[src/rtl/srm_pkg.sv]
// ----------------------------------------------------------------------------
// srm_pkg
// Shared types and constants of the stroke rate meter.
// ----------------------------------------------------------------------------
`default_nettype none

package srm_pkg;

  localparam int unsigned RateW  = 24;
  localparam int unsigned CountW = 16;
  localparam int unsigned TicksW = 16;
  localparam int unsigned ModeW  = 2;

  // strokes/min * 256 = 60000 ms * 256 / interval
  localparam logic [RateW-1:0]  RateNumerator = 24'd15360000;
  localparam logic [TicksW-1:0] TimeoutReset  = 16'd15000;
  localparam logic [TicksW-1:0] TicksMax      = 16'hFFFF;

  localparam logic [ModeW-1:0] ModeOff     = 2'd0;
  localparam logic [ModeW-1:0] ModeRunning = 2'd1;
  localparam logic [ModeW-1:0] ModePaused  = 2'd2;

  typedef enum logic [2:0] {
    ST_IDLE = 3'b001,
    ST_DIV  = 3'b010,
    ST_HOLD = 3'b100
  } srm_state_e;

endpackage

`default_nettype wire

[src/rtl/srm_div.sv]
// ----------------------------------------------------------------------------
// srm_div
// Restoring serial divider: fixed rate numerator over a 16-bit interval,
// one quotient bit per cycle.
// ----------------------------------------------------------------------------
`default_nettype none

module srm_div
  import srm_pkg::*;
(
  input  wire logic              clk_i,
  input  wire logic              rst_ni,
  input  wire logic              start_i,
  input  wire logic [TicksW-1:0] divisor_i,
  output logic                   done_o,
  output logic [RateW-1:0]       quotient_o
);

  localparam int unsigned CntW = $clog2(RateW);

  logic              busy_q, busy_d;
  logic [CntW-1:0]   cnt_q, cnt_d;
  logic [TicksW-1:0] rem_q, rem_d;
  logic [RateW-1:0]  quo_q, quo_d;
  logic [TicksW-1:0] dvs_q, dvs_d;
  logic [TicksW:0]   shifted;
  logic [TicksW-1:0] diff;
  logic              fits;

  assign shifted = {rem_q, quo_q[RateW-1]};
  // only taken when it fits, and then the difference is below the divisor
  assign diff    = shifted[TicksW-1:0] - dvs_q;
  assign fits    = shifted >= {1'b0, dvs_q};

  always_comb begin
    busy_d = busy_q;
    cnt_d  = cnt_q;
    rem_d  = rem_q;
    quo_d  = quo_q;
    dvs_d  = dvs_q;
    done_o = 1'b0;
    if (start_i) begin
      busy_d = 1'b1;
      cnt_d  = CntW'(RateW - 1);
      rem_d  = '0;
      quo_d  = RateNumerator;
      dvs_d  = divisor_i;
    end else if (busy_q) begin
      // remainder stays below the divisor, so it fits the divisor width
      rem_d = fits ? diff : shifted[TicksW-1:0];
      quo_d = {quo_q[RateW-2:0], fits};
      cnt_d = cnt_q - 1'b1;
      if (cnt_q == '0) begin
        busy_d = 1'b0;
        done_o = 1'b1;
      end
    end
  end

  assign quotient_o = quo_d;

  always_ff @(posedge clk_i or negedge rst_ni) begin
    if (!rst_ni) begin
      busy_q <= 1'b0;
      cnt_q  <= '0;
    end else begin
      busy_q <= busy_d;
      cnt_q  <= cnt_d;
    end
  end

  always_ff @(posedge clk_i) begin
    rem_q <= rem_d;
    quo_q <= quo_d;
    dvs_q <= dvs_d;
  end

endmodule

`default_nettype wire

[src/rtl/stroke_rate_meter.sv]
// ----------------------------------------------------------------------------
// stroke_rate_meter
// Stroke rate tachometer with inactivity timeout, one input word per tick.
//
//   channel  direction  handshake                  payload
//   in       input      in_valid_i / in_stall_o    button_level_i
//   out      output     out_valid_o / out_stall_i  stroke_rate_o, stroke_count_o,
//                                                  meter_mode_o
//   cfg      input      cfg_we_i                   cfg_wdata_i (timeout_ticks)
//
// A word without a new rate goes straight to the output register; a counted stroke
// with a previous stroke runs the serial divider (one quotient bit a cycle).
// The input is stalled while a division runs or a result waits for a full
// output register. The output register lets the next word in while a result
// is still stalled. Reset is asynchronous and needs no clearing pass.
// ----------------------------------------------------------------------------
`default_nettype none

module stroke_rate_meter
  import srm_pkg::*;
(
  input  wire logic              clk_i,
  input  wire logic              rst_ni,
  input  wire logic              in_valid_i,
  output logic                   in_stall_o,
  input  wire logic              button_level_i,
  output logic                   out_valid_o,
  input  wire logic              out_stall_i,
  output logic [RateW-1:0]       stroke_rate_o,
  output logic [CountW-1:0]      stroke_count_o,
  output logic [ModeW-1:0]       meter_mode_o,
  input  wire logic              cfg_we_i,
  input  wire logic [TicksW-1:0] cfg_wdata_i
);

  srm_state_e state_q, state_d;

  logic [TicksW-1:0] timeout_q;
  logic              prev_q, prev_d;
  logic              half_q, half_d;
  logic [CountW-1:0] count_q, count_d;
  logic [TicksW-1:0] ticks_q, ticks_d;
  logic              have_prev_q, have_prev_d;
  logic [RateW-1:0]  rate_q, rate_d;
  logic [ModeW-1:0]  mode_q, mode_d;

  logic              out_valid_q, out_valid_d;
  logic [RateW-1:0]  out_rate_q, out_rate_d;
  logic [CountW-1:0] out_count_q, out_count_d;
  logic [ModeW-1:0]  out_mode_q, out_mode_d;

  logic              accept;
  logic              slot_free;
  logic              rise;
  logic              need_div;
  logic [TicksW-1:0] div_dvs;
  logic              div_done;
  logic [RateW-1:0]  div_quo;

  assign in_stall_o = (state_q != ST_IDLE);
  assign accept     = in_valid_i && !in_stall_o;
  assign slot_free  = !out_valid_q || !out_stall_i;
  assign rise       = button_level_i && !prev_q;

  // tick update, all but the rate which may need the divider
  always_comb begin
    prev_d      = prev_q;
    half_d      = half_q;
    count_d     = count_q;
    ticks_d     = ticks_q;
    have_prev_d = have_prev_q;
    mode_d      = mode_q;
    need_div    = 1'b0;
    div_dvs     = '0;
    if (accept) begin
      if (ticks_q != TicksMax) begin
        ticks_d = ticks_q + 1'b1;
      end
      if (rise) begin
        if (mode_q != ModeRunning) begin
          ticks_d = '0;
        end
        mode_d = ModeRunning;
        if (!half_q) begin
          count_d = count_q + 1'b1;
          if (have_prev_q && (ticks_d != '0)) begin
            need_div = 1'b1;
            div_dvs  = ticks_d;
          end
          ticks_d     = '0;
          have_prev_d = 1'b1;
        end
        half_d = !half_q;
      end
      if ((mode_d == ModeRunning) && (ticks_d >= timeout_q)) begin
        mode_d      = ModePaused;
        count_d     = '0;
        ticks_d     = '0;
        have_prev_d = 1'b0;
      end
      prev_d = button_level_i;
    end
  end

  srm_div u_div (
    .clk_i      (clk_i),
    .rst_ni     (rst_ni),
    .start_i    (need_div),
    .divisor_i  (div_dvs),
    .done_o     (div_done),
    .quotient_o (div_quo)
  );

  // sequencer and output register
  always_comb begin
    state_d     = state_q;
    rate_d      = rate_q;
    out_valid_d = out_valid_q && out_stall_i;
    out_rate_d  = out_rate_q;
    out_count_d = out_count_q;
    out_mode_d  = out_mode_q;
    case (state_q)
      ST_IDLE: begin
        if (accept) begin
          if (need_div) begin
            state_d = ST_DIV;
          end else if (slot_free) begin
            out_valid_d = 1'b1;
            out_rate_d  = rate_q;
            out_count_d = count_d;
            out_mode_d  = mode_d;
          end else begin
            state_d = ST_HOLD;
          end
        end
      end
      ST_DIV: begin
        if (div_done) begin
          rate_d = div_quo;
          if (slot_free) begin
            out_valid_d = 1'b1;
            out_rate_d  = div_quo;
            out_count_d = count_q;
            out_mode_d  = mode_q;
            state_d     = ST_IDLE;
          end else begin
            state_d = ST_HOLD;
          end
        end
      end
      ST_HOLD: begin
        if (slot_free) begin
          out_valid_d = 1'b1;
          out_rate_d  = rate_q;
          out_count_d = count_q;
          out_mode_d  = mode_q;
          state_d     = ST_IDLE;
        end
      end
      default: begin
        state_d = ST_IDLE;
      end
    endcase
  end

  always_ff @(posedge clk_i or negedge rst_ni) begin
    if (!rst_ni) begin
      state_q     <= ST_IDLE;
      timeout_q   <= TimeoutReset;
      prev_q      <= 1'b0;
      half_q      <= 1'b0;
      count_q     <= '0;
      ticks_q     <= '0;
      have_prev_q <= 1'b0;
      rate_q      <= '0;
      mode_q      <= ModeOff;
      out_valid_q <= 1'b0;
    end else begin
      state_q     <= state_d;
      if (cfg_we_i) begin
        timeout_q <= cfg_wdata_i;
      end
      prev_q      <= prev_d;
      half_q      <= half_d;
      count_q     <= count_d;
      ticks_q     <= ticks_d;
      have_prev_q <= have_prev_d;
      rate_q      <= rate_d;
      mode_q      <= mode_d;
      out_valid_q <= out_valid_d;
    end
  end

  always_ff @(posedge clk_i) begin
    out_rate_q  <= out_rate_d;
    out_count_q <= out_count_d;
    out_mode_q  <= out_mode_d;
  end

  assign out_valid_o    = out_valid_q;
  assign stroke_rate_o  = out_rate_q;
  assign stroke_count_o = out_count_q;
  assign meter_mode_o   = out_mode_q;

endmodule

`default_nettype wire

[config.mk]
export PLATFORM = sky130hd
export DESIGN_NAME = stroke_rate_meter
export DESIGN_NICKNAME = d
export VERILOG_FILES = /design/src/rtl/srm_pkg.sv /design/src/rtl/srm_div.sv /design/src/rtl/stroke_rate_meter.sv
export SDC_FILE = /design/constraint.sdc
export NUM_CORES = 1
export LEC_CHECK = 0
export BUFFER_PORTS_ARGS = -buffer_cell sky130_fd_sc_hd__buf_2
export CORE_ASPECT_RATIO = 0.5
export CORE_MARGIN = 10
export CORE_UTILIZATION = 30
export CTS_CLUSTER_DIAMETER = 60
export DETAILED_ROUTE_END_ITERATION = 16
export MAX_ROUTING_LAYER = met4
export RECOVER_POWER = 100
export SLEW_MARGIN = 15
export SYNTH_ARGS = -nofsm -noshare
export SYNTH_HDL_FRONTEND = slang
export SYNTH_SLANG_ARGS = --single-unit
[constraint.sdc]
create_clock -name clk_i -period 4.3 [get_ports clk_i]
set_clock_uncertainty 0.1 [all_clocks]
set_input_delay 0.43 -clock clk_i [delete_from_list [all_inputs] [get_ports clk_i]]
set_output_delay 0.43 -clock clk_i [all_outputs]
set_load 0.005 [all_outputs]
==> flow_summary_export.csv, run 1 <==
group,metric,value,unit
floorplanning,ios,66,
cts,clk_latency,430,ps
synthesis,synth_edf_count,58,
place,routabilityCongestion,0.917,
sta,setup_violations,0,
detailed_routing,wl_per_cell,14.3,µm
synthesis,async_reset_ff_share,47.0,%
sta,tns,0,ps
layout,fill_cells,2957,
detailed_routing,dr.pass1.iters,5,
layout,num_antenna_cells,0,
layout,area_growth,14.3,%
sta,worst_pin_slew,3150,ps
power,p_leak,4.52,nW
critical_path,r2r_setup_slack,260,ps
critical_path,timing.rr.start,"ticks_q[3]",
cts,h-tree-depth,4,
synthesis,synth_nets,997,
synthesis,synth_top_cell_area_share,21.7,%
floorplanning,fp.dieH,143,µm
cts,clock_sinks,185,
layout,multi_input_area,0.00399,mm²
floorplanning,initial_utilization,30.9,%
place,dp_cells,1367,
hold_path,min_from,"cfg_wdata_i[1]",
detailed_routing,viasPerCell,4.85,
synthesis,synth_cell_types,66,
global_route,grt_pass1_wl,33.2,mm
sta,hold_viol_final,0,
sta,fmax,247,MHz
detailed_routing,drt_iter0_markers,400,
floorplanning,die_area,0.0381,mm²
critical_path,cp_max_fo,32,
synthesis,synth-main-ff-cell,"dfrtp_1",
global_route,grt_antenna_before_repair,0,
critical_path,worstReg2RegEnd,"stroke_count_o[3]",
hold_path,holdPathEnd,"timeout_q[1]",
layout,fin_nets,1054,
sta,relSlewSlack,-110,%
flow_run,drv_cap,2,
critical_path,critPathRequiredTime,4380,ps
cts,cts_tree,"done",
sta,rsz0062_at_grt,"false",
synthesis,synthCells,938,
synthesis,synth_seq_cells,185,
sta,finalCriticalPeriod,4040,ps
global_route,grt_max_degree,67,
detailed_routing,finalWirelength,20.0,mm
synthesis,synth_area,0.00910,mm²
hold_path,hold_depth,3,
detailed_routing,route.detailed.drc,0,
critical_path,worstSetupStartpointType,"flop",
critical_path,criticalPathCategory,"reg2reg",
global_route,grt_use_total,10.9,%
cts,cts_made_buffers,17,
synthesis,avgSynthCellArea,9.71,µm²
global_route,overflow,0,
layout,seq_area,0.00473,mm²
synthesis,synthTopCellsByArea,"dfrtp_1, edfxtp_1, dfxtp_1",
synthesis,seq_area_frac_synth,51.9,%
synthesis,yosysTopAreaCell,"dfrtp_1",
hold_path,hold_path_class,"in2reg",
outcome,status,"finished with violations",
critical_path,arrival,4130,ps
floorplanning,row_count,44,
power,power_density,638,mW/mm²
cts,clock-root-buffer,"clkbuf_16",
place,port_buffers,65,
sta,period_share,94.0,%
layout,drive_gt1_share,10.1,%
synthesis,yosys_warnings,0,
detailed_routing,num_vias,6779,
detailed_routing,antenna_left,0,
cts,clkTransAtPathRegs,70,ps
global_route,grt_pass1_vias,6827,
floorplanning,die_x,266,µm
critical_path,reg2reg_depth,15,
cts,post_cts_buffers,0,
power,vdd_drop_max,0.280,mV
place,dpl.hpwl,14.1,mm
sta,slew_viol_final,131,
outcome,violations,"capacitance limit, slew limit",
cts,cts_max_path_buffers,2,
floorplanning,core_area,0.0295,mm²
layout,instances_no_fill,1399,
critical_path,end_kind,"flop",
[cell families (layout without fill, tap and decap cells)]
| logic type | Yosys count | in the layout | share of synthesized area (%) |
|---|---|---|---|
| multiplexers | 34 | 34 | 3.78 |
| flip-flops | 185 | 185 | 51.9 |
| XOR/XNOR | 37 | 37 | 3.64 |
| AND/OR/NAND/NOR | 345 | 345 | 17.3 |
| AO/OA/AOI/OAI | 209 | 209 | 13.9 |
| adder cells (fa/ha/maj) | 37 | 37 | 5.17 |
| buffers and inverters | 91 | 161 | 4.27 |
[cells in the mapped netlist (all sizes together) (5+ instances only)]
library cell	number
buf	18
inv	42
ha	36
mux2i	31
nor2	124
o31ai	10
nand2b	13
xnor2	21
dfstp	8
nor3	13
dfrtp	79
a211oi	8
a31oi	15
nor2b	5
xor2	16
and3	10
dfxtp	40
o21ai	100
clkbuf	31
edfxtp	58
a21oi	37
a21o	14
nand2	124
nand3	20
nand4	9
[per-stage QoR]
step | worst slack (ps) | util [%] | total power [W] | area (µm²) | hold slack (ps)
CTS | 243 | 35.6 | 0.00672 | 10500 | 34.9
global placement | 326 | 33.5 | 0.00496 | 9870 | 349
finish | 256 | 35.3 | 0.00664 | 10400 | 105
detailed placement | 288 | 33.5 | 0.00506 | 9870 | 358
floorplan | 469 | - | 0.00440 | 9100 | 34.4
global route | 8.98 | 35.3 | 0.00714 | 10400 | 88.9
[layer usage]
metal,wire length (µm),global-route usage (%),vias up
li1,-,-,3371
met1,9230,13.1,3293
met2,9780,18.0,97
met3,649,1.97,18
met4,310,3.95,0
met5,0,-,-
[area by class of cell]
class / count / area share (%)
inverter: 42 / 1.51
timing repair buffer: 87 / 4.05
multi-input combinational: 662 / 38.3
clock buffer: 23 / 5.01
clock inverter: 9 / 0.950
tap: 391 / 4.70
sequential: 185 / 45.5
[flip-flops by register name, summed over array words and instances (netlist names)]
| register | flops |
|---|---|
| state_q | 3 |
| ticks_q | 16 |
| u_div.dvs_q | 16 |
| half_q | 1 |
| have_prev_q | 1 |
| mode_q | 2 |
| stroke_count_o | 16 |
| rate_q | 24 |
| u_div.rem_q | 16 |
| out_valid_o | 1 |
| stroke_rate_o | 24 |
| meter_mode_o | 2 |
| u_div.busy_q | 1 |
| timeout_q | 16 |
| count_q | 16 |
| prev_q | 1 |
| u_div.quo_q | 24 |
| u_div.cnt_q | 5 |
[power by group]
part / internal (W) / total (W) / switching, W
combinational: 0.000971 / 0.00237 / 0.00140
clock: 0.000931 / 0.00164 / 0.000705
sequential: 0.00235 / 0.00263 / 0.000286
total: 0.00425 / 0.00664 / 0.00239
[worst max path at each step]
stage                from                  to  slack, ps  cells after the start
2_1_floorplan  ticks_q[0]   stroke_count_o[0]        470                     17
5_1_grt        ticks_q[3]  stroke_count_o[11]          9                     15
4_1_cts        ticks_q[0]   stroke_count_o[3]        240                     17
3_3_place_gp   ticks_q[0]   stroke_count_o[7]        330                     17
3_5_place_dp   ticks_q[0]   stroke_count_o[0]        290                     17
6_report       ticks_q[3]   stroke_count_o[3]        260                     15
[layout by cell type (no fill, tap or decap), types with 3 or more instances in the layout]
cell type / n
nor4_1: 4
dfrtp_1: 77
a21oi_1: 37
nand2b_1: 13
nor3_1: 10
nand2_1: 123
edfxtp_1: 58
nor2b_1: 5
or3_1: 4
dfxtp_1: 40
buf_4: 13
ha_1: 35
clkinv_4: 3
mux2i_1: 31
o211ai_1: 4
nand4_1: 7
clkbuf_1: 51
xnor2_1: 20
and3_1: 10
buf_2: 20
a211oi_1: 7
nor2_1: 121
o21a_1: 3
clkbuf_2: 4
or2_2: 3
a21o_1: 14
xor2_1: 16
a31oi_1: 15
nor2_2: 3
o31ai_1: 10
nand3_1: 19
and2_1: 4
o21ai_0: 99
inv_1: 41
a32o_1: 3
dfstp_2: 7
clkbuf_16: 20
[what timing repair did]
action	CTS	global route
hold buffers	0	0
resized for setup	0	2
setup endpoints to repair	0	16
endpoints found under the hold margin	0	0
[worst max-delay path, stage by stage (launching register included)]
cell	delay [ps]
dfrtp_1	500
nand4_1	300
nor2_1	420
nand3_1	180
xnor2_1	350
nor2_1	100
ha_1	310
nand4_1	120
a211oi_1	310
a21oi_1	110
o211ai_1	110
a31oi_1	110
a21o_1	250
nor2_2	220
buf_12	220
nor2_1	70
Power figures use the tool's default switching activity.
==> run 2: changes to the inputs <==
--- a/config.mk
+++ b/config.mk
@@ -5,14 +5,14 @@
 export SDC_FILE = /design/constraint.sdc
 export NUM_CORES = 1
 export LEC_CHECK = 0
-export BUFFER_PORTS_ARGS = -buffer_cell sky130_fd_sc_hd__buf_2
 export CORE_ASPECT_RATIO = 0.5
 export CORE_MARGIN = 10
 export CORE_UTILIZATION = 30
 export CTS_CLUSTER_DIAMETER = 60
 export DETAILED_ROUTE_END_ITERATION = 16
-export MAX_ROUTING_LAYER = met4
+export DONT_BUFFER_PORTS = 1
 export RECOVER_POWER = 100
+export SKIP_LAST_GASP = 1
 export SLEW_MARGIN = 15
 export SYNTH_ARGS = -nofsm -noshare
 export SYNTH_HDL_FRONTEND = slang
==> run 2 against run 1 <==
The run still ends with capacitance limit, slew limit left. Global-route usage down 0.30 points. First-iteration DRC count down 24%. Cell count down 3.4%. Count of clock-buffer cells in the layout down 3. Non-clock buffer count down 47. Via count down 4.1%. Worst setup slack worse by 13 ps. Sequential power up 2%.
==> flow_summary_export.csv, run 2 (synthesis results as in run 1) <==
group,metric,value,unit
outcome,status,"finished with violations",
outcome,violations,"capacitance limit, slew limit",
sta,hold_viol_final,0,
detailed_routing,viasPerCell,4.81,
sta,setup_violations,0,
power,vdd_drop_max,0.312,mV
critical_path,arrival,4140,ps
sta,relSlewSlack,-106,%
global_route,grt_use_total,10.6,%
cts,cts_made_buffers,17,
critical_path,r2r_setup_slack,240,ps
sta,fmax,246,MHz
place,dpl.hpwl,13.7,mm
cts,cts_max_path_buffers,2,
layout,fin_nets,1007,
layout,final_common_cell,"nand2_1",
cts,h-tree-depth,4,
power,power_density,641,mW/mm²
hold_path,hold_path_class,"in2reg",
layout,instances_no_fill,1352,
layout,final_cell_mix,"nand2_1, nor2_1, o21ai_0",
detailed_routing,antenna_left,0,
critical_path,crit_slowest_cell,"dfrtp_1",
cts,clkTransAtPathRegs,70,ps
detailed_routing,route.detailed.drc,0,
detailed_routing,finalWirelength,19.9,mm
critical_path,cp_slowest_stage_delay,470,ps
hold_path,hold_depth,2,
global_route,overflow,0,
floorplanning,row_count,44,
cts,clock-root-buffer,"clkbuf_16",
critical_path,critPathRequiredTime,4380,ps
hold_path,holdPathEnd,"timeout_q[5]",
floorplanning,die_area,0.0381,mm²
floorplanning,ios,66,
hold_path,min_from,"cfg_wdata_i[5]",
sta,finalCriticalPeriod,4060,ps
flow_run,drv_cap,2,
cts,cts_tree,"done",
sta,holdWs,14.0,ps
critical_path,timing.rr.start,"ticks_q[0]",
detailed_routing,wl_per_cell,14.7,µm
layout,num_antenna_cells,0,
floorplanning,core_area,0.0295,mm²
critical_path,reg2reg_depth,16,
floorplanning,die_x,266,µm
sta,slew_viol_final,152,
place,routabilityCongestion,0.881,
critical_path,criticalPathCategory,"reg2reg",
critical_path,worstSetupStartpointType,"flop",
floorplanning,fp.dieH,143,µm
global_route,grt_max_degree,88,
place,port_buffers,0,
detailed_routing,num_vias,6498,
power,p_leak,4.48,nW
place,dp_cells,1302,
cts,clk_latency,440,ps
sta,period_share,94.3,%
cts,clock_sinks,185,
critical_path,cp_max_fo,30,
global_route,grt_pass1_vias,6273,
floorplanning,initial_utilization,30.9,%
detailed_routing,drt_iter0_markers,304,
global_route,grt_antenna_before_repair,0,
critical_path,crit_chain,"ha_1 -> nand3_1 -> nor3_4 -> nand2_1 -> xnor2_1 -> or2_2 -> ha_1 -> nand2b_1 -> a21o_1 -> a21oi_1 -> o21ai_0 -> a31oi_2 -> a21o_1 -> nor2_4 -> buf_12 -> nor2_1",
layout,drive_gt1_share,9.16,%
critical_path,worstReg2RegEnd,"stroke_count_o[0]",
sta,worst_pin_slew,3100,ps
detailed_routing,dr.pass1.iters,5,
critical_path,end_kind,"flop",
layout,area_growth,13.7,%
global_route,grt_pass1_wl,32.6,mm
## run 2: changes by cell type in the layout (fill, tap and decap cells not counted), sizes merged
cell and change:
clkbuf -50, bufinv +3, clkinvlp +1, dlygate4sd3 +15, clkinv -1, buf -15
## run 2: how the worst max path moves through the flow
stage / cells after the start / endpoint / slack (ps) / start
global route: 16 / stroke_count_o[10] / -5 / ticks_q[0]
global placement: 16 / stroke_count_o[0] / 200 / ticks_q[0]
floorplan: 17 / stroke_count_o[0] / 470 / ticks_q[0]
CTS: 16 / stroke_count_o[0] / 160 / ticks_q[0]
detailed placement: 16 / stroke_count_o[10] / 180 / ticks_q[0]
finish: 16 / stroke_count_o[0] / 240 / ticks_q[0]
## run 2: metal layers
metal	share of wire (%)	vias to the layer above	track usage (%)
met1	47	3104	13.4
met2	49	93	17.8
li1	-	3283	-
met5	0	-	0
met3	2.7	18	2.02
met4	1.3	0	3.59
## run 2: what timing repair did
item | CTS | global route
hold buffers | 16 | 0
setup endpoints to repair | 0 | 36
endpoints found under the hold margin | 103 | 0
resized for setup | 0 | 6
buffers inserted | 0 | 2
## run 2: final cells by class
class / instances / area (µm²)
tap: 391 / 489
clock buffer: 20 / 447
multi-input combinational: 662 / 4010
clock inverter: 12 / 189
inverter: 42 / 158
fill: 2925 / 19100
timing repair buffer: 40 / 334
sequential: 185 / 4730
## run 2: per-stage QoR
step / total power (W) / setup slack, ps / util [%] / instance area, µm² / setup TNS [ps]
2_1_floorplan: 0.00440 / 469 / - / 9100 / 0
3_3_place_gp: 0.00487 / 205 / 32.4 / 9550 / 0
3_5_place_dp: 0.00493 / 182 / 32.4 / 9550 / 0
4_1_cts: 0.00669 / 157 / 35.2 / 10400 / 0
5_1_grt: 0.00713 / -4.94 / 35.2 / 10400 / -4.94
6_report: 0.00664 / 243 / 35.2 / 10400 / 0
## run 2: critical path, delay by kind of cell, from the launching register on
family | cells | cell delay, ps
and+or+nand+nor | 7 | 1360
xor gates and xnor gates | 1 | 180
buffers and inverters | 1 | 200
DFF | 1 | 470
adders and majority gates | 2 | 570
AOI/OAI and AO/OA | 5 | 880
## run 2: power by group
group / leakage [nW] / switching [W] / internal (W) / total [W]
Clock: 0.305 / 0.000706 / 0.00100 / 0.00171
Combinational: 2.15 / 0.00132 / 0.000940 / 0.00226
Sequential: 2.02 / 0.000318 / 0.00235 / 0.00267
Total: 4.48 / 0.00235 / 0.00429 / 0.00664
==> run 3: changes to the inputs <==
--- a/config.mk
+++ b/config.mk
@@ -5,15 +5,16 @@
 export SDC_FILE = /design/constraint.sdc
 export NUM_CORES = 1
 export LEC_CHECK = 0
+export ABC_CLOCK_PERIOD_IN_PS = 4300
 export CORE_ASPECT_RATIO = 0.5
 export CORE_MARGIN = 10
-export CORE_UTILIZATION = 30
+export CORE_UTILIZATION = 50
 export CTS_CLUSTER_DIAMETER = 60
 export DETAILED_ROUTE_END_ITERATION = 16
 export DONT_BUFFER_PORTS = 1
 export RECOVER_POWER = 100
 export SKIP_LAST_GASP = 1
-export SLEW_MARGIN = 15
+export SLEW_MARGIN = 20
 export SYNTH_ARGS = -nofsm -noshare
 export SYNTH_HDL_FRONTEND = slang
 export SYNTH_SLANG_ARGS = --single-unit
==> run 3 against run 2 <==
The run still ends with capacitance limit, slew limit left. Die area is 36% lower. Fmax rose by 0.89%. Routed wire length down 1.2%. Register-to-register slack improved by 40 ps. Cell count is 13% lower. Clock power is essentially flat. Worst setup slack better by 36 ps. Non-clock buffer count shrank 12. Critical path type unchanged. Largest cell class unchanged.
==> flow_summary_export.csv, run 3 (synthesis results as in run 1) <==
group,metric,value,unit
global_route,grt_max_degree,88,
detailed_routing,viasPerCell,5.53,
layout,area_growth,9.87,%
sta,fmax,249,MHz
detailed_routing,wl_per_cell,16.6,µm
layout,final_common_cell,"nand2_1",
power,p_leak,4.41,nW
hold_path,hold_path_class,"in2reg",
global_route,grt_antenna_before_repair,0,
layout,num_antenna_cells,0,
critical_path,worstSetupStartpointType,"flop",
power,comb_power_share,34.1,%
sta,finalCriticalPeriod,4020,ps
sta,hold_viol_final,0,
layout,instances_no_fill,1183,
global_route,grt_use_total,16.7,%
sta,tns,0,ps
hold_path,holdPathEnd,"timeout_q[1]",
sta,worst_pin_slew,3150,ps
cts,clkTransAtPathRegs,70,ps
critical_path,critPathRequiredTime,4380,ps
critical_path,arrival,4100,ps
cts,clock_sinks,185,
floorplanning,row_count,34,
detailed_routing,num_vias,6545,
cts,clock-root-buffer,"clkbuf_16",
power,clock_power_share,25.6,%
critical_path,criticalPathCategory,"reg2reg",
place,port_buffers,0,
power,swShare,35.7,%
floorplanning,core_area,0.0176,mm²
sta,slew_viol_final,152,
sta,rsz0062_at_grt,"false",
sta,holdWs,17.5,ps
power,vdd_drop_max,0.316,mV
floorplanning,die_area,0.0243,mm²
place,dp_cells,1146,
critical_path,reg2reg_depth,16,
place,dpl.hpwl,13.2,mm
outcome,violations,"capacitance limit, slew limit",
cts,post_cts_buffers,0,
detailed_routing,dr.pass1.iters,6,
critical_path,crit_chain,"ha_1 -> and3_1 -> nand3_1 -> o311ai_2 -> xor2_1 -> nor2_1 -> ha_1 -> o21ai_0 -> a211oi_1 -> a21oi_1 -> o211ai_1 -> a31oi_1 -> a21o_1 -> nor2_4 -> buf_12 -> nor2_1",
critical_path,crit_slowest_cell,"dfrtp_1",
power,p_int,0.00426,W
floorplanning,ios,66,
place,routabilityCongestion,0.876,
layout,final_cell_mix,"nand2_1, nor2_1, o21ai_0",
critical_path,end_kind,"flop",
power,power_frac_seq,40.3,%
global_route,grt_pass1_vias,6363,
cts,cts_tree,"done",
global_route,grt_pass1_wl,32.9,mm
detailed_routing,drt_iter0_markers,351,
sta,setup_violations,0,
sta,relSlewSlack,-110,%
power,power_density,664,mW/mm²
hold_path,hold_depth,2,
power,switching_power,0.00237,W
layout,fill_cells,1577,
sta,period_share,93.5,%
floorplanning,fp.dieH,115,µm
global_route,overflow,0,
critical_path,timing.rr.start,"ticks_q[0]",
detailed_routing,route.detailed.drc,0,
detailed_routing,finalWirelength,19.7,mm
floorplanning,die_x,211,µm
floorplanning,initial_utilization,51.7,%
cts,cts_made_buffers,17,
hold_path,min_from,"cfg_we_i",
critical_path,r2r_setup_slack,280,ps
layout,fin_nets,995,
detailed_routing,antenna_left,0,
layout,drive_gt1_share,8.75,%
cts,cts_max_path_buffers,2,
critical_path,cp_max_fo,23,
cts,h-tree-depth,4,
flow_run,drv_cap,2,
critical_path,worstReg2RegEnd,"stroke_count_o[3]",
critical_path,cp_slowest_stage_delay,480,ps
cts,clk_latency,430,ps
outcome,status,"finished with violations",
-- run 3: cell types whose count changed in the layout (fill, tap and decap cells not counted), moves of 2 or more --
cell           previous run  this run
dlygate4sd3_1            15         4
buf_4                    17        11
clkbuf_1                  5         8
clkbuf_2                  1         4
inv_6                     2         4
inv_8                     2         0
-- run 3: how the worst max path moves through the flow --
| stage | from | cells after the start | slack [ps] | endpoint |
|---|---|---|---|---|
| 2_1_floorplan | ticks_q[0] | 17 | 470 | stroke_count_o[0] |
| 6_report | ticks_q[0] | 16 | 280 | stroke_count_o[3] |
| 4_1_cts | ticks_q[0] | 16 | 210 | stroke_count_o[14] |
| 3_5_place_dp | ticks_q[0] | 16 | 260 | stroke_count_o[3] |
| 5_1_grt | ticks_q[0] | 16 | 20 | stroke_count_o[9] |
| 3_3_place_gp | ticks_q[0] | 16 | 310 | stroke_count_o[13] |
-- run 3: critical path, delay by kind of cell, from the launching register on --
kind / cells / cell delay, ps
flip-flops: 1 / 480
AND/OR/NAND/NOR: 5 / 770
buffers and inverters: 1 / 190
adder cells (fa/ha/maj): 2 / 590
AO/OA/AOI/OAI: 7 / 1370
XOR/XNOR: 1 / 270
-- run 3: power groups by stage --
stage | combinational (W) | clock, W | sequential, W
after CTS | 0.00227 | 0.00173 | 0.00268
after detailed placement | 0.00222 | 0 | 0.00270
final | 0.00226 | 0.00170 | 0.00267
after floorplan | 0.00181 | 0 | 0.00259
after global placement | 0.00218 | 0 | 0.00269
after global routing | 0.00257 | 0.00180 | 0.00274
-- run 3: metal layers --
metal / part of all wire, % / global-route usage, %
met5: 0 / 0
met4: 1.1 / 4.36
met3: 5.9 / 4.96
met2: 46 / 27.0
met1: 47 / 21.7
-- run 3: final cells by class --
type                    count  area, µm²  share of cell area [%]
flip-flops and latches    185       4730                    47.3
multi-input cells         662       3990                    39.9
repair buffers             28        196                    1.96
well taps                 234        293                    2.93
clock inverters            13        189                    1.89
clock buffers              19        443                    4.43
inverters                  42        158                    1.58
-- run 3: what timing repair did --
item                                    in CTS  in global routing
gates resized for setup                      0                  4
hold endpoints to repair                   103                  1
hold buffers                                 4                  1
endpoints found under the setup margin       0                 17
-- run 3: stage by stage --
stage	total power [W]	area, µm²	utilization, %	setup WS [ps]
finish	0.00664	10000	56.8	279
CTS	0.00668	10000	57.1	209
global route	0.00711	10000	56.8	18.1
floorplan	0.00440	9100	-	469
global placement	0.00487	9360	53.1	311
detailed placement	0.00492	9360	53.1	255
